`src/design/spp_pkg.sv`:
```
// Shared types and constants for the strong probable prime test block.
// Used by spp_modmul, spp_seq and strong_probable_prime_test; no dependencies.

package spp_pkg;

    // Default datapath width in bits
    localparam int SPP_NUM_WIDTH = 32;

    // Width of the candidate and base fields on the stream
    localparam int SPP_FIELD_WIDTH = 32;

    // Sequencer states
    typedef enum logic [3:0] {
        ST_IDLE,
        ST_SPLIT,
        ST_RED_GO,
        ST_RED_WAIT,
        ST_POW,
        ST_MULX_WAIT,
        ST_SQR_GO,
        ST_SQR_WAIT,
        ST_CHECK,
        ST_LOOP,
        ST_LOOP_WAIT,
        ST_FINISH
    } spp_state_t;

    // Verdict of one test
    typedef struct packed {
        logic invalid_candidate;
        logic probable_prime;
    } spp_result_t;

    // Sequencer status seen by the stream wrapper
    typedef struct packed {
        logic idle;
        logic done;
    } spp_status_t;

endpackage

```
`src/design/spp_modmul.sv`:
```
// Interleaved radix-2 modular multiplier, one multiplier bit per cycle.
// Depends on spp_pkg for the default width.

module spp_modmul #(
    parameter int NUM_WIDTH = spp_pkg::SPP_NUM_WIDTH
) (
    input  logic                 aclk,
    input  logic                 aresetn,
    input  logic                 mul_start,
    input  logic [NUM_WIDTH-1:0] op_x,     // multiplicand, below op_m
    input  logic [NUM_WIDTH-1:0] op_y,     // multiplier, any value
    input  logic [NUM_WIDTH-1:0] op_m,     // modulus, at least 2
    output logic                 mul_done,
    output logic [NUM_WIDTH-1:0] mul_result
);

    localparam int CNT_W = $clog2(NUM_WIDTH);

    logic [NUM_WIDTH-1:0] acc_reg, x_reg, y_reg, m_reg;
    logic [CNT_W-1:0]     cnt_reg;
    logic                 busy_reg, done_reg;

    logic [NUM_WIDTH+1:0] sum, m1, m2, sub1, sub2;
    logic [NUM_WIDTH-1:0] acc_next;

    // 2*acc + bit*x stays below 3m; fold it back with two parallel compares
    always_comb begin
        sum  = {1'b0, acc_reg, 1'b0} + {2'b00, (y_reg[NUM_WIDTH-1] ? x_reg : '0)};
        m1   = {2'b00, m_reg};
        m2   = {1'b0, m_reg, 1'b0};
        sub1 = sum - m1;
        sub2 = sum - m2;
        if (sum >= m2) begin
            acc_next = sub2[NUM_WIDTH-1:0];
        end else if (sum >= m1) begin
            acc_next = sub1[NUM_WIDTH-1:0];
        end else begin
            acc_next = sum[NUM_WIDTH-1:0];
        end
    end

    // Control: busy while the bit count runs down, then a one-cycle done pulse
    always_ff @(posedge aclk) begin
        if (!aresetn) begin
            busy_reg <= 1'b0;
            done_reg <= 1'b0;
            cnt_reg  <= '0;
        end else begin
            done_reg <= 1'b0;
            if (mul_start) begin
                busy_reg <= 1'b1;
                cnt_reg  <= CNT_W'(NUM_WIDTH - 1);
            end else if (busy_reg) begin
                if (cnt_reg == '0) begin
                    busy_reg <= 1'b0;
                    done_reg <= 1'b1;
                end
                cnt_reg <= cnt_reg - CNT_W'(1);
            end
        end
    end

    // Operands and accumulator
    always_ff @(posedge aclk) begin
        if (mul_start) begin
            acc_reg <= '0;
            x_reg   <= op_x;
            y_reg   <= op_y;
            m_reg   <= op_m;
        end else if (busy_reg) begin
            acc_reg <= acc_next;
            y_reg   <= {y_reg[NUM_WIDTH-2:0], 1'b0};
        end
    end

    assign mul_done   = done_reg;
    assign mul_result = acc_reg;

`ifndef ASSERT_OFF
    a_start_when_free: assert property (@(posedge aclk) disable iff (!aresetn)
        mul_start |-> !busy_reg && !done_reg)
        else $error("modmul started while busy");

    a_result_reduced: assert property (@(posedge aclk) disable iff (!aresetn)
        done_reg |-> acc_reg < m_reg)
        else $error("modmul result not reduced");

    a_busy_runs: assert property (@(posedge aclk) disable iff (!aresetn)
        busy_reg && cnt_reg != '0 |=> busy_reg && !done_reg)
        else $error("modmul stopped early");
`endif

endmodule

```
`src/design/spp_seq.sv`:
```
// Sequencer for one Miller-Rabin round: split of n-1, a^d mod n, squarings.
// Depends on spp_pkg and drives the shared spp_modmul unit.

module spp_seq #(
    parameter int NUM_WIDTH = spp_pkg::SPP_NUM_WIDTH
) (
    input  logic                  aclk,
    input  logic                  aresetn,
    input  logic                  start,
    input  logic [NUM_WIDTH-1:0]  n_in,
    input  logic [NUM_WIDTH-1:0]  a_in,
    input  logic                  out_free,
    output spp_pkg::spp_status_t  status,
    output spp_pkg::spp_result_t  result
);

    localparam int CNT_W = $clog2(NUM_WIDTH);

    spp_pkg::spp_state_t  state_reg, state_next;
    logic [NUM_WIDTH-1:0] n_reg, n_next;
    logic [NUM_WIDTH-1:0] d_reg, d_next;
    logic [NUM_WIDTH-1:0] x_reg, x_next;
    logic [NUM_WIDTH-1:0] sq_reg, sq_next;
    logic [CNT_W-1:0]     s_reg, s_next;
    spp_pkg::spp_result_t res_reg, res_next;

    logic                 mul_start, mul_done;
    logic [NUM_WIDTH-1:0] op_x, op_y, mul_result, n_m1;

    assign n_m1 = n_reg - NUM_WIDTH'(1);

    // Shared modular multiplier
    spp_modmul #(
        .NUM_WIDTH (NUM_WIDTH)
    ) u_modmul (
        .aclk       (aclk),
        .aresetn    (aresetn),
        .mul_start  (mul_start),
        .op_x       (op_x),
        .op_y       (op_y),
        .op_m       (n_reg),
        .mul_done   (mul_done),
        .mul_result (mul_result)
    );

    // State register
    always_ff @(posedge aclk) begin
        if (!aresetn) begin
            state_reg <= spp_pkg::ST_IDLE;
        end else begin
            state_reg <= state_next;
        end
    end

    // Datapath registers
    always_ff @(posedge aclk) begin
        n_reg   <= n_next;
        d_reg   <= d_next;
        x_reg   <= x_next;
        sq_reg  <= sq_next;
        s_reg   <= s_next;
        res_reg <= res_next;
    end

    // Next state and outputs
    always_comb begin
        state_next = state_reg;
        n_next     = n_reg;
        d_next     = d_reg;
        x_next     = x_reg;
        sq_next    = sq_reg;
        s_next     = s_reg;
        res_next   = res_reg;
        mul_start  = 1'b0;
        op_x       = x_reg;
        op_y       = sq_reg;
        status     = '0;
        case (state_reg)
            spp_pkg::ST_IDLE: begin
                status.idle = 1'b1;
                if (start) begin
                    n_next  = n_in;
                    d_next  = n_in - NUM_WIDTH'(1);
                    sq_next = a_in;
                    s_next  = '0;
                    if (n_in < NUM_WIDTH'(2)) begin
                        res_next   = '{invalid_candidate: 1'b1, probable_prime: 1'b0};
                        state_next = spp_pkg::ST_FINISH;
                    end else begin
                        res_next   = '0;
                        state_next = spp_pkg::ST_SPLIT;
                    end
                end
            end
            // strip trailing zeros of n-1
            spp_pkg::ST_SPLIT: begin
                if (d_reg[0]) begin
                    state_next = spp_pkg::ST_RED_GO;
                end else begin
                    d_next = {1'b0, d_reg[NUM_WIDTH-1:1]};
                    s_next = s_reg + CNT_W'(1);
                end
            end
            // a mod n as 1 * a mod n
            spp_pkg::ST_RED_GO: begin
                mul_start  = 1'b1;
                op_x       = NUM_WIDTH'(1);
                op_y       = sq_reg;
                state_next = spp_pkg::ST_RED_WAIT;
            end
            spp_pkg::ST_RED_WAIT: begin
                if (mul_done) begin
                    sq_next    = mul_result;
                    x_next     = NUM_WIDTH'(1);
                    state_next = spp_pkg::ST_POW;
                end
            end
            // square-and-multiply, low bit of d first
            spp_pkg::ST_POW: begin
                if (d_reg == '0) begin
                    state_next = spp_pkg::ST_CHECK;
                end else if (d_reg[0]) begin
                    mul_start  = 1'b1;
                    op_x       = x_reg;
                    op_y       = sq_reg;
                    state_next = spp_pkg::ST_MULX_WAIT;
                end else begin
                    state_next = spp_pkg::ST_SQR_GO;
                end
            end
            spp_pkg::ST_MULX_WAIT: begin
                if (mul_done) begin
                    x_next     = mul_result;
                    state_next = spp_pkg::ST_SQR_GO;
                end
            end
            spp_pkg::ST_SQR_GO: begin
                mul_start  = 1'b1;
                op_x       = sq_reg;
                op_y       = sq_reg;
                state_next = spp_pkg::ST_SQR_WAIT;
            end
            spp_pkg::ST_SQR_WAIT: begin
                if (mul_done) begin
                    sq_next    = mul_result;
                    d_next     = {1'b0, d_reg[NUM_WIDTH-1:1]};
                    state_next = spp_pkg::ST_POW;
                end
            end
            spp_pkg::ST_CHECK: begin
                if (x_reg == NUM_WIDTH'(1)) begin
                    res_next.probable_prime = 1'b1;
                    state_next              = spp_pkg::ST_FINISH;
                end else begin
                    state_next = spp_pkg::ST_LOOP;
                end
            end
            // up to s squarings, each value checked against n-1 first
            spp_pkg::ST_LOOP: begin
                if (s_reg == '0) begin
                    state_next = spp_pkg::ST_FINISH;
                end else if (x_reg == n_m1) begin
                    res_next.probable_prime = 1'b1;
                    state_next              = spp_pkg::ST_FINISH;
                end else begin
                    mul_start  = 1'b1;
                    op_x       = x_reg;
                    op_y       = x_reg;
                    s_next     = s_reg - CNT_W'(1);
                    state_next = spp_pkg::ST_LOOP_WAIT;
                end
            end
            spp_pkg::ST_LOOP_WAIT: begin
                if (mul_done) begin
                    x_next     = mul_result;
                    state_next = spp_pkg::ST_LOOP;
                end
            end
            // hand the verdict over once the output register is free
            spp_pkg::ST_FINISH: begin
                if (out_free) begin
                    status.done = 1'b1;
                    state_next  = spp_pkg::ST_IDLE;
                end
            end
            default: begin
                state_next = spp_pkg::ST_IDLE;
            end
        endcase
    end

    assign result = res_reg;

`ifndef ASSERT_OFF
    a_done_while_waiting: assert property (@(posedge aclk) disable iff (!aresetn)
        mul_done |-> state_reg == spp_pkg::ST_RED_WAIT || state_reg == spp_pkg::ST_MULX_WAIT
                  || state_reg == spp_pkg::ST_SQR_WAIT || state_reg == spp_pkg::ST_LOOP_WAIT)
        else $error("multiplier result arrived outside a wait state");

    a_invalid_not_prime: assert property (@(posedge aclk) disable iff (!aresetn)
        status.done && result.invalid_candidate |-> !result.probable_prime)
        else $error("invalid candidate reported prime");

    a_split_nonzero: assert property (@(posedge aclk) disable iff (!aresetn)
        state_reg == spp_pkg::ST_SPLIT |-> d_reg != '0)
        else $error("split of n-1 started on zero");
`endif

endmodule

```
`config.mk`:
```
export PLATFORM = sky130hd
export DESIGN_NAME = spp_seq
export DESIGN_NICKNAME = d
export VERILOG_FILES = /design/src/design/spp_pkg.sv /design/src/design/spp_modmul.sv /design/src/design/spp_seq.sv
export SDC_FILE = /design/constraint.sdc
export NUM_CORES = 1
export LEC_CHECK = 0
export ABC_CLOCK_PERIOD_IN_PS = 7300
export CAP_MARGIN = 40
export CORE_MARGIN = 3
export CORE_UTILIZATION = 65
export CTS_BUF_LIST = sky130_fd_sc_hd__clkbuf_16
export DETAILED_ROUTE_END_ITERATION = 10
export DONT_BUFFER_PORTS = 1
export PLACE_DENSITY = 0.81
export SLEW_MARGIN = 20
export SYNTH_ARGS = -nofsm -noshare
export SYNTH_HDL_FRONTEND = slang
export SYNTH_SLANG_ARGS = --single-unit
export TNS_END_PERCENT = 20
```
`constraint.sdc`:
```
create_clock -name aclk -period 7.3 [get_ports aclk]
set_input_delay 0.365 -clock aclk [delete_from_list [all_inputs] [get_ports aclk]]
set_output_delay 0.365 -clock aclk [all_outputs]
set_load 0.01 [all_outputs]
```
# ---- Word-level counts from Yosys, hierarchy flattened
# Index checks and enable logic that the tools add are counted.
dict set report totals {
  memories 0
  latch_bits 0
  mem_bits_ro 0
  ff_bits 274
  output_inout_bits 4
  mem_bits_rw 0
  input_bits 68
}
dict set report classes {
  div_mod_pow 0
  magnitude_cmp 3
  n_eq_ne 27
  shift 0
  muxes 56
  addsub 8
  multipliers 0
  bitwise 2
  reduce_logical 22
}
# operator count
set op_table {}
lappend op_table {{2-to-1 mux 32 bit} 14}
lappend op_table {{case mux 32 bit (2 select lines)} 3}
lappend op_table {{case mux 32 bit (3 select lines)} 1}
lappend op_table {{subtractor 32 x 1 -> 32 bit, second input constant} 2}
lappend op_table {{subtractor 32 bit} 2}
lappend op_table {{case mux 4 bit (11 select lines)} 1}
lappend op_table {{adder 33 x 32 -> 34 bit} 1}
lappend op_table {{greater-or-equal comparator 34 x 32 -> 1 bit} 1}
lappend op_table {{greater-or-equal comparator 34 x 33 -> 1 bit} 1}
lappend op_table {{== test 32 x 1 -> 1 bit, second input constant} 1}
lappend op_table {{== test 32 bit} 1}
lappend op_table {{logical NOT 32 bit} 1}
lappend op_table {{< comparator 32 x 2 -> 1 bit, second input constant} 1}
lappend op_table {{2-to-1 mux 4 bit} 8}
lappend op_table {{2-to-1 mux 5 bit} 6}
lappend op_table {{2-to-1 mux 1 bit} 17}
lappend op_table {{== test 4 x 3 -> 1 bit, second input constant} 4}
lappend op_table {{== test 4 bit, second input constant} 4}
lappend op_table {{!= test 2 bit, second input constant} 8}
lappend op_table {{case mux 5 bit (3 select lines)} 1}
lappend op_table {{!= test 2 x 1 -> 1 bit, second input constant} 6}
lappend op_table {{logical NOT 5 bit} 2}
lappend op_table {{AND reduction 5 bit} 2}
lappend op_table {{subtractor 5 x 1 -> 5 bit, second input constant} 2}
lappend op_table {{15 further kinds} 28}

# ---- Depth between registers and ports, before layout
# Gate-level depths: netlist (run 1).
dict set report logic_depth {
  ltp_word 6
  ltp_mapped 25
  ltp_nobuf 23
}

# ---- By module
# Synthesis (run 1) repeated with hierarchy kept, for this count alone.
dict set report hier_totals {
  cells_unflattened 1871
  hier_area_um2 18894.4
}
# mod area_each_um2 cells_each seq_area_each_um2 n_inst
set by_module_without_submodules {}
lappend by_module_without_submodules {spp_modmul 10502.6 1136 3663.5 1}
lappend by_module_without_submodules {spp_seq 8391.8 735 4134.0 1}

# ---- Worst setup path after synthesis (run 1)
# Ideal clock, no wire load.
dict set report synth_timing {
  path_kind {reg-to-reg}
  from {register state_reg[2]}
  to {register sq_reg[0] (enable)}
  setup_slack_ns 1.879
  t_required_ns 6.910
  stages_incl_launch_ff 6
  period_less_slack_ns 5.421
  arrival_ns 5.031
  cell_sequence {dfxtp_1 > clkbuf_1 > nor2_1 > inv_1 > nor4_1 > a41o_1}
}
dict set report synth_via {
  elab_chain_cells 4
}
# item line_no
set synth_lines {}
lappend synth_lines {{from (decl)} spp_seq.sv:19} ;# spp_pkg::spp_state_t state_reg, state_next;
lappend synth_lines {{from (signal assigned)} spp_seq.sv:49} ;# state_reg <= spp_pkg::ST_IDLE;
lappend synth_lines {{from (signal assigned)} spp_seq.sv:51} ;# state_reg <= state_next;
lappend synth_lines {{== test 4 x 3 -> 1 bit / == test 4 x 2 -> 1 bit (equally long branches)} spp_seq.sv:78} ;# case (state_reg)
lappend synth_lines {{OR reduction 2 bit (no source line)} --}
lappend synth_lines {{!= test 2 x 1 -> 1 bit (no source line) / nonzero test 2 bit (equally long branches)} --}
lappend synth_lines {{AND reduction 3 bit (no source line) (*)} --}
lappend synth_lines {{to (signal assigned)} spp_seq.sv:60} ;# sq_reg <= sq_next;
lappend synth_lines {{to (decl)} spp_seq.sv:23} ;# logic [NUM_WIDTH-1:0] sq_reg, sq_next;
# Mark *: on every way between the ends. The rest lies on a longest branch, timed or not.
# A chain may end at the register's enable or synchronous reset.

# ---- Worst setup path in the final report (run 1)
dict set report layout_timing {
  from {register u_modmul.y_reg[31]}
  to {register u_modmul.acc_reg[0], in the netlist u_modmul.mul_result[0]}
}
dict set report layout_via {
  elab_chain_cells 5
}
# item line_no
set layout_lines {}
lappend layout_lines {{from (decl)} spp_modmul.sv:19} ;# logic [NUM_WIDTH-1:0] acc_reg, x_reg, y_reg, m_reg;
lappend layout_lines {{from (signal assigned)} spp_modmul.sv:68} ;# y_reg <= op_y;
lappend layout_lines {{from (signal assigned)} spp_modmul.sv:72} ;# y_reg <= {y_reg[NUM_WIDTH-2:0], 1'b0};
lappend layout_lines {{2-to-1 mux 32 bit (*)} spp_modmul.sv:28} ;# sum = {1'b0, acc_reg, 1'b0} + {2'b00, (y_reg[NUM_WIDTH-1] ? x_reg : '0)};
lappend layout_lines {{adder 33 x 32 -> 34 bit (*)} spp_modmul.sv:28}
lappend layout_lines {{subtractor 32 bit / greater-or-equal comparator 34 x 32 -> 1 bit (equally long branches)} {spp_modmul.sv:31, spp_modmul.sv:35}}
lappend layout_lines {{2-to-1 mux 32 bit} spp_modmul.sv:35} ;# end else if (sum >= m1) begin
lappend layout_lines {{2-to-1 mux 32 bit (*)} spp_modmul.sv:33} ;# if (sum >= m2) begin
lappend layout_lines {{to (signal assigned)} spp_modmul.sv:71} ;# acc_reg <= acc_next;
lappend layout_lines {{to (decl)} spp_modmul.sv:19}
# Marked as above.

==> results.ini, run 1 <==
[outcome]
outcome = completed

[logic_synthesis]
ys.flop_type = edfxtp_1
yosysTopAreaCell = edfxtp_1
synthCells = 1954
syn_nets = 2128
ys_seq_area_share_pct = 42.0
synthesis.area_mm2 = 0.0186
yosysWarnings = 0
synth-edff-count = 231
synth-async-reset-ratio_pct = 0
synth.avg_cell_area_um2 = 9.51
ys_top_cells_by_area = edfxtp_1 37%, ha_1 6.9%, dfxtp_1 4.6%
synthDistinctLibCells = 87
synth_top_area_share_pct = 37.3
synth_seq_cells = 274

[job]
maxCapViolations = 0

[cts]
numCtsBuffers = 27
clk-insertion-delay-late_ns = 0.55
post_cts_buffers = 0
cts_root_buf = clkbuf_16
cts_hold_buf = 33
clk_pin_slew_ns = 0.07
cts_sinks = 274
htree_levels = 1
cts_buffer_depth = 3
tritoncts = built
post_cts_resized = 0

[setup_path]
endpoint_kind = register
max_stage_delay_ns = 0.83
required_ns = 7.74
path_class = register to register
crit_chain = nand2_1 > inv_1 > ha_1 > a211oi_1 > o21ai_0 > o21ai_0 > a211oi_1 > o31ai_1 > a21oi_1 > a221oi_1 > ha_1 > a21o_1 > a21oi_1 > o21ai_0 > a2111o_1 > o22ai_1 > o21ai_2 > buf_4 > a21oi_1 > mux2_2 > a211oi_1
start_kind = register
cp_top_family = compound AO/OA/AOI/OAI gates
crit_fanout = 35
critPathSlowestCell = edfxtp_1
cp.buffers_inverters = 2
arrival_ns = 6.97

[route]
dr.pass1.iters = 6
routed_wl_mm = 52.6
via_per_inst = 6.69
antenna_left = 0
drc = 0
vias = 15800
wl_per_cell_um = 22.3
drt_iter0_drc = 1853

[global_route]
grtUsageTotal_pct = 33.7
grt_start_max_net_pins = 67
grt_pass1_wl_mm = 81.8
grt_pass1_vias = 15000
grt_antenna_before_repair = 3
overflow = 0

[cells_and_area]
most-common-layout-cells = 231 x edfxtp_1, 228 x nand2_1, 159 x o21ai_0, 119 x a21oi_1, 110 x nor2_1
layout.nets = 2130
syn2layout_area_growth_pct = 8.46
nFillCells = 2059
drive_above_1_share_pct = 5.97
stdcell_area_mm2 = 0.0202
final_common_cell = edfxtp_1
final_util_pct = 72.0

[pwr]
ir_drop_mv = 0.488
p_per_area_mw_per_mm2 = 479
leakagePower_uw = 0.00757

[sta]
period_needed_ns = 6.53
max_freq_mhz = 153
fin_worst_skew_ns = 0.0223
tightest_slew_ns = 0.787
relSlewSlack_pct = 47.4
hold_viol_final = 0
final.period_utilization_pct = 89.5
setup_viol = 0
slew_viol_final = 0
fin_tns_setup_ns = 0
rsz0062_at_grt = false

[floorplanning]
initial_utilization_pct = 66.3
die_w_um = 175
rows = 61
die_h_um = 175
core_mm2 = 0.0280
dieArea_mm2 = 0.0307
ioPinCount = 72

[placement]
port-buffer-count = 0
place.gp.congestion = 0.964
place_area_mm2 = 0.0190
hpwl_mm = 38.8

[worst_hold_path]
hp-class = primary input to register

==> area by class of cell <==
type,instances,area [µm²],area share (%)
diodes,3,7.51,0.0372
inverters,79,298,1.48
clock buffers,27,676,3.35
multi-input cells,1521,10200,50.7
repair buffers,53,533,2.64
flip-flops and latches,274,7800,38.7
well taps,378,473,2.35
clock inverters,21,154,0.764
==> routing by layer <==
| layer | GRT usage [%] | part of all wire, % |
|---|---|---|
| met5 | 0 | 0.025 |
| met4 | 11.5 | 3.4 |
| met3 | 4.67 | 11 |
| met2 | 52.9 | 45 |
| met1 | 48.5 | 41 |
==> through the flow <==
stage,worst slack (ns),power (µW),instances,hold WS (ns)
after floorplan,1.88,6670,1954,0.448
after global placement,1.17,7940,2268,0.464
after detailed placement,0.980,8090,2270,0.464
after CTS,0.937,9460,2351,0.0202
after global routing,0.437,10200,2355,0.0385
final,0.769,9650,2356,0.0287
==> synth_stat cells, drive strengths merged (15+ instances only) <==
master and instances:
mux2 29, mux2i 54, inv 79, or3 17
xnor2 89, nor2b 45, a21oi 121, and2 41
and3 23, o22ai 16, clkbuf 72, ha 102
nand3 36, nor4 37, o21ai 162, nand2b 15
o211ai 16, nand4 30, edfxtp 231, a21o 49
nor2 111, nor3 40, dfxtp 43, xor2 59
nand2 229
==> report_power, final <==
part | total (µW) | switching (µW) | internal [µW]
Clock | 1320 | 580 | 740
Sequential | 2730 | 395 | 2340
Combinational | 5600 | 3450 | 2150
==> path summary, 6_finish.rpt <==
check / slack [ns] / depth (start not counted) / to / start
setup / recovery: 0.77 / 21 / u_modmul.mul_result[0] / u_modmul.y_reg[31]
hold / removal: 0.03 / 2 / sq_reg[20] / a_in[20]
setup reg to reg: 0.77 / 21 / u_modmul.mul_result[0] / u_modmul.y_reg[31]
hold reg to reg: 0.53 / 0 / u_modmul.m_reg[31] / n_reg[31]
==> logic make-up (layout without fill, tap and decap cells) <==
logic type	count (synthesis)	count (layout)	share of synthesized area, %
compound gates	508	508	17.4
xor+xnor	148	148	6.98
fa+ha+maj	106	106	7.30
buf+inv	159	180	3.32
flops	274	274	42.0
mux	83	83	4.67
other cells	0	3	0
simple gates	676	676	18.4
No activity file was read; power rests on OpenSTA's default activity.
==> run 2: changes to the inputs <==
==> constraint.sdc (replaced) <==
create_clock -name aclk -period 7.3 [get_ports aclk]
set_input_delay 0.365 -clock aclk [delete_from_list [all_inputs] [get_ports aclk]]
set_output_delay 0.365 -clock aclk [all_outputs]
set_load 0.1 [all_outputs]
==> results.ini, run 2 (synthesized netlist as in run 1, its figures left out) <==
[setup_path]
critPathSlowestCell = edfxtp_1
max_stage_delay_ns = 0.69
crit_chain = and2_1 > ha_1 > o211ai_1 > o21ai_0 > o21ai_0 > a211oi_1 > o31ai_1 > a211o_1 > a221oi_1 > ha_1 > and3_1 > nand2_1 > o21ai_0 > a2111o_1 > o22ai_1 > o21ai_2 > nor2_1 > buf_4 > nand2_1 > o22ai_1
endpoint_kind = register
arrival_ns = 6.96
cp.buffers_inverters = 1
path_class = register to register
crit_fanout = 32
cp_top_family = compound AO/OA/AOI/OAI gates
required_ns = 7.75
start_kind = register
crit_path_frequent_cell = o21ai_0

[cts]
cts_hold_buf = 33
htree_levels = 1
cts_root_buf = clkbuf_16
numCtsBuffers = 28
cts_sinks = 274
clk-insertion-delay-late_ns = 0.55
post_cts_buffers = 0
clk_pin_slew_ns = 0.07
tritoncts = built
cts_buffer_depth = 3
post_cts_resized = 0

[sta]
period_needed_ns = 6.51
rsz0062_at_grt = false
fin_tns_setup_ns = 0
final.period_utilization_pct = 89.2
fin_worst_skew_ns = 0.0140
max_freq_mhz = 154
hold_viol_final = 0
setup_viol = 0
tightest_slew_ns = 0.831
relSlewSlack_pct = 44.6
slew_viol_final = 0

[placement]
hpwl_mm = 38.5
port-buffer-count = 0
place.gp.congestion = 0.971

[cells_and_area]
layout.nets = 2135
final_common_cell = edfxtp_1
syn2layout_area_growth_pct = 9.10
most-common-layout-cells = 231 x edfxtp_1, 228 x nand2_1, 159 x o21ai_0, 119 x a21oi_1, 109 x nor2_1
drive_above_1_share_pct = 6.32

[global_route]
grt_pass1_wl_mm = 82.7
overflow = 0
grt_start_max_net_pins = 67
grt_antenna_before_repair = 8
grt_pass1_vias = 15200
grtUsageTotal_pct = 34.2

[pwr]
total_power_uw = 9780
leakagePower_uw = 0.00766
ir_drop_mv = 0.532
p_per_area_mw_per_mm2 = 483

[route]
antenna_left = 0
routed_wl_mm = 53.1
via_per_inst = 6.70
drt_iter0_drc = 1717
wl_per_cell_um = 22.5
drc = 0
vias = 15800
dr.pass1.iters = 7

[job]
maxCapViolations = 0

[floorplanning]
dieArea_mm2 = 0.0307
initial_utilization_pct = 66.3
rows = 61
die_w_um = 175
ioPinCount = 72
die_h_um = 175
core_mm2 = 0.0280

[worst_hold_path]
hp-class = primary input to register

[outcome]
outcome = completed

-- run 2: through the flow --
step / utilization [%] / worst slack [ns] / std cells / hold WS (ns) / cell area, µm²
after floorplan: - / 1.88 / 1954 / 0.448 / 18600
after global placement: 67.6 / 1.15 / 2270 / 0.464 / 18900
after detailed placement: 68.0 / 0.994 / 2275 / 0.464 / 19000
after CTS: 72.2 / 0.909 / 2356 / 0.00748 / 20200
after global routing: 72.4 / 0.221 / 2361 / 0.0247 / 20300
final: 72.4 / 0.790 / 2362 / 0.0260 / 20300
-- run 2: path summary, 6_finish.rpt --
kind / start / endpoint / slack (ns) / cells after the start
worst max register to register: u_modmul.y_reg[31] / u_modmul.mul_result[23] / 0.79 / 20
worst min register to register: n_reg[26] / u_modmul.m_reg[26] / 0.55 / 0
worst min-delay path: a_in[16] / sq_reg[16] / 0.03 / 2
worst max-delay path: u_modmul.y_reg[31] / u_modmul.mul_result[23] / 0.79 / 20
-- run 2: where the power goes --
| part | leakage (µW) | switching (µW) | internal, µW | total [µW] |
|---|---|---|---|---|
| sequential | 0.00248 | 398 | 2340 | 2740 |
| clock | 0.000455 | 600 | 784 | 1380 |
| combinational | 0.00473 | 3480 | 2180 | 5660 |
| total | 0.00766 | 4480 | 5300 | 9780 |
-- run 2: final cells by class --
cell class	count	area, µm²
sequential	274	7800
multi-input combinational	1521	10200
fill	1985	7740
inverter	79	298
clock inverter	19	144
timing repair buffer	57	598
antenna	5	12.5
clock buffer	29	726
tap	378	473
-- run 2: metal layers --
layer	global-route usage, %	wire length [µm]	vias to the layer above
li1	-	-	7269
met1	47.6	21400	7389
met2	53.3	23600	1024
met3	7.06	6100	138
met4	12.6	1980	6
met5	0	47	-
-- run 2: worst reg2reg max path, stage by stage, from the launching register on --
cell and delay (ns):
edfxtp_1 0.69, and2_1 0.28, ha_1 0.36, o211ai_1 0.10, o21ai_0 0.43, o21ai_0 0.30, a211oi_1 0.59, o31ai_1 0.26
a211o_1 0.33, a221oi_1 0.56, ha_1 0.41, and3_1 0.25, nand2_1 0.07, o21ai_0 0.10, a2111o_1 0.35, o22ai_1 0.19
o21ai_2 0.09, nor2_1 0.10, buf_4 0.17, nand2_1 0.44, o22ai_1 0.35
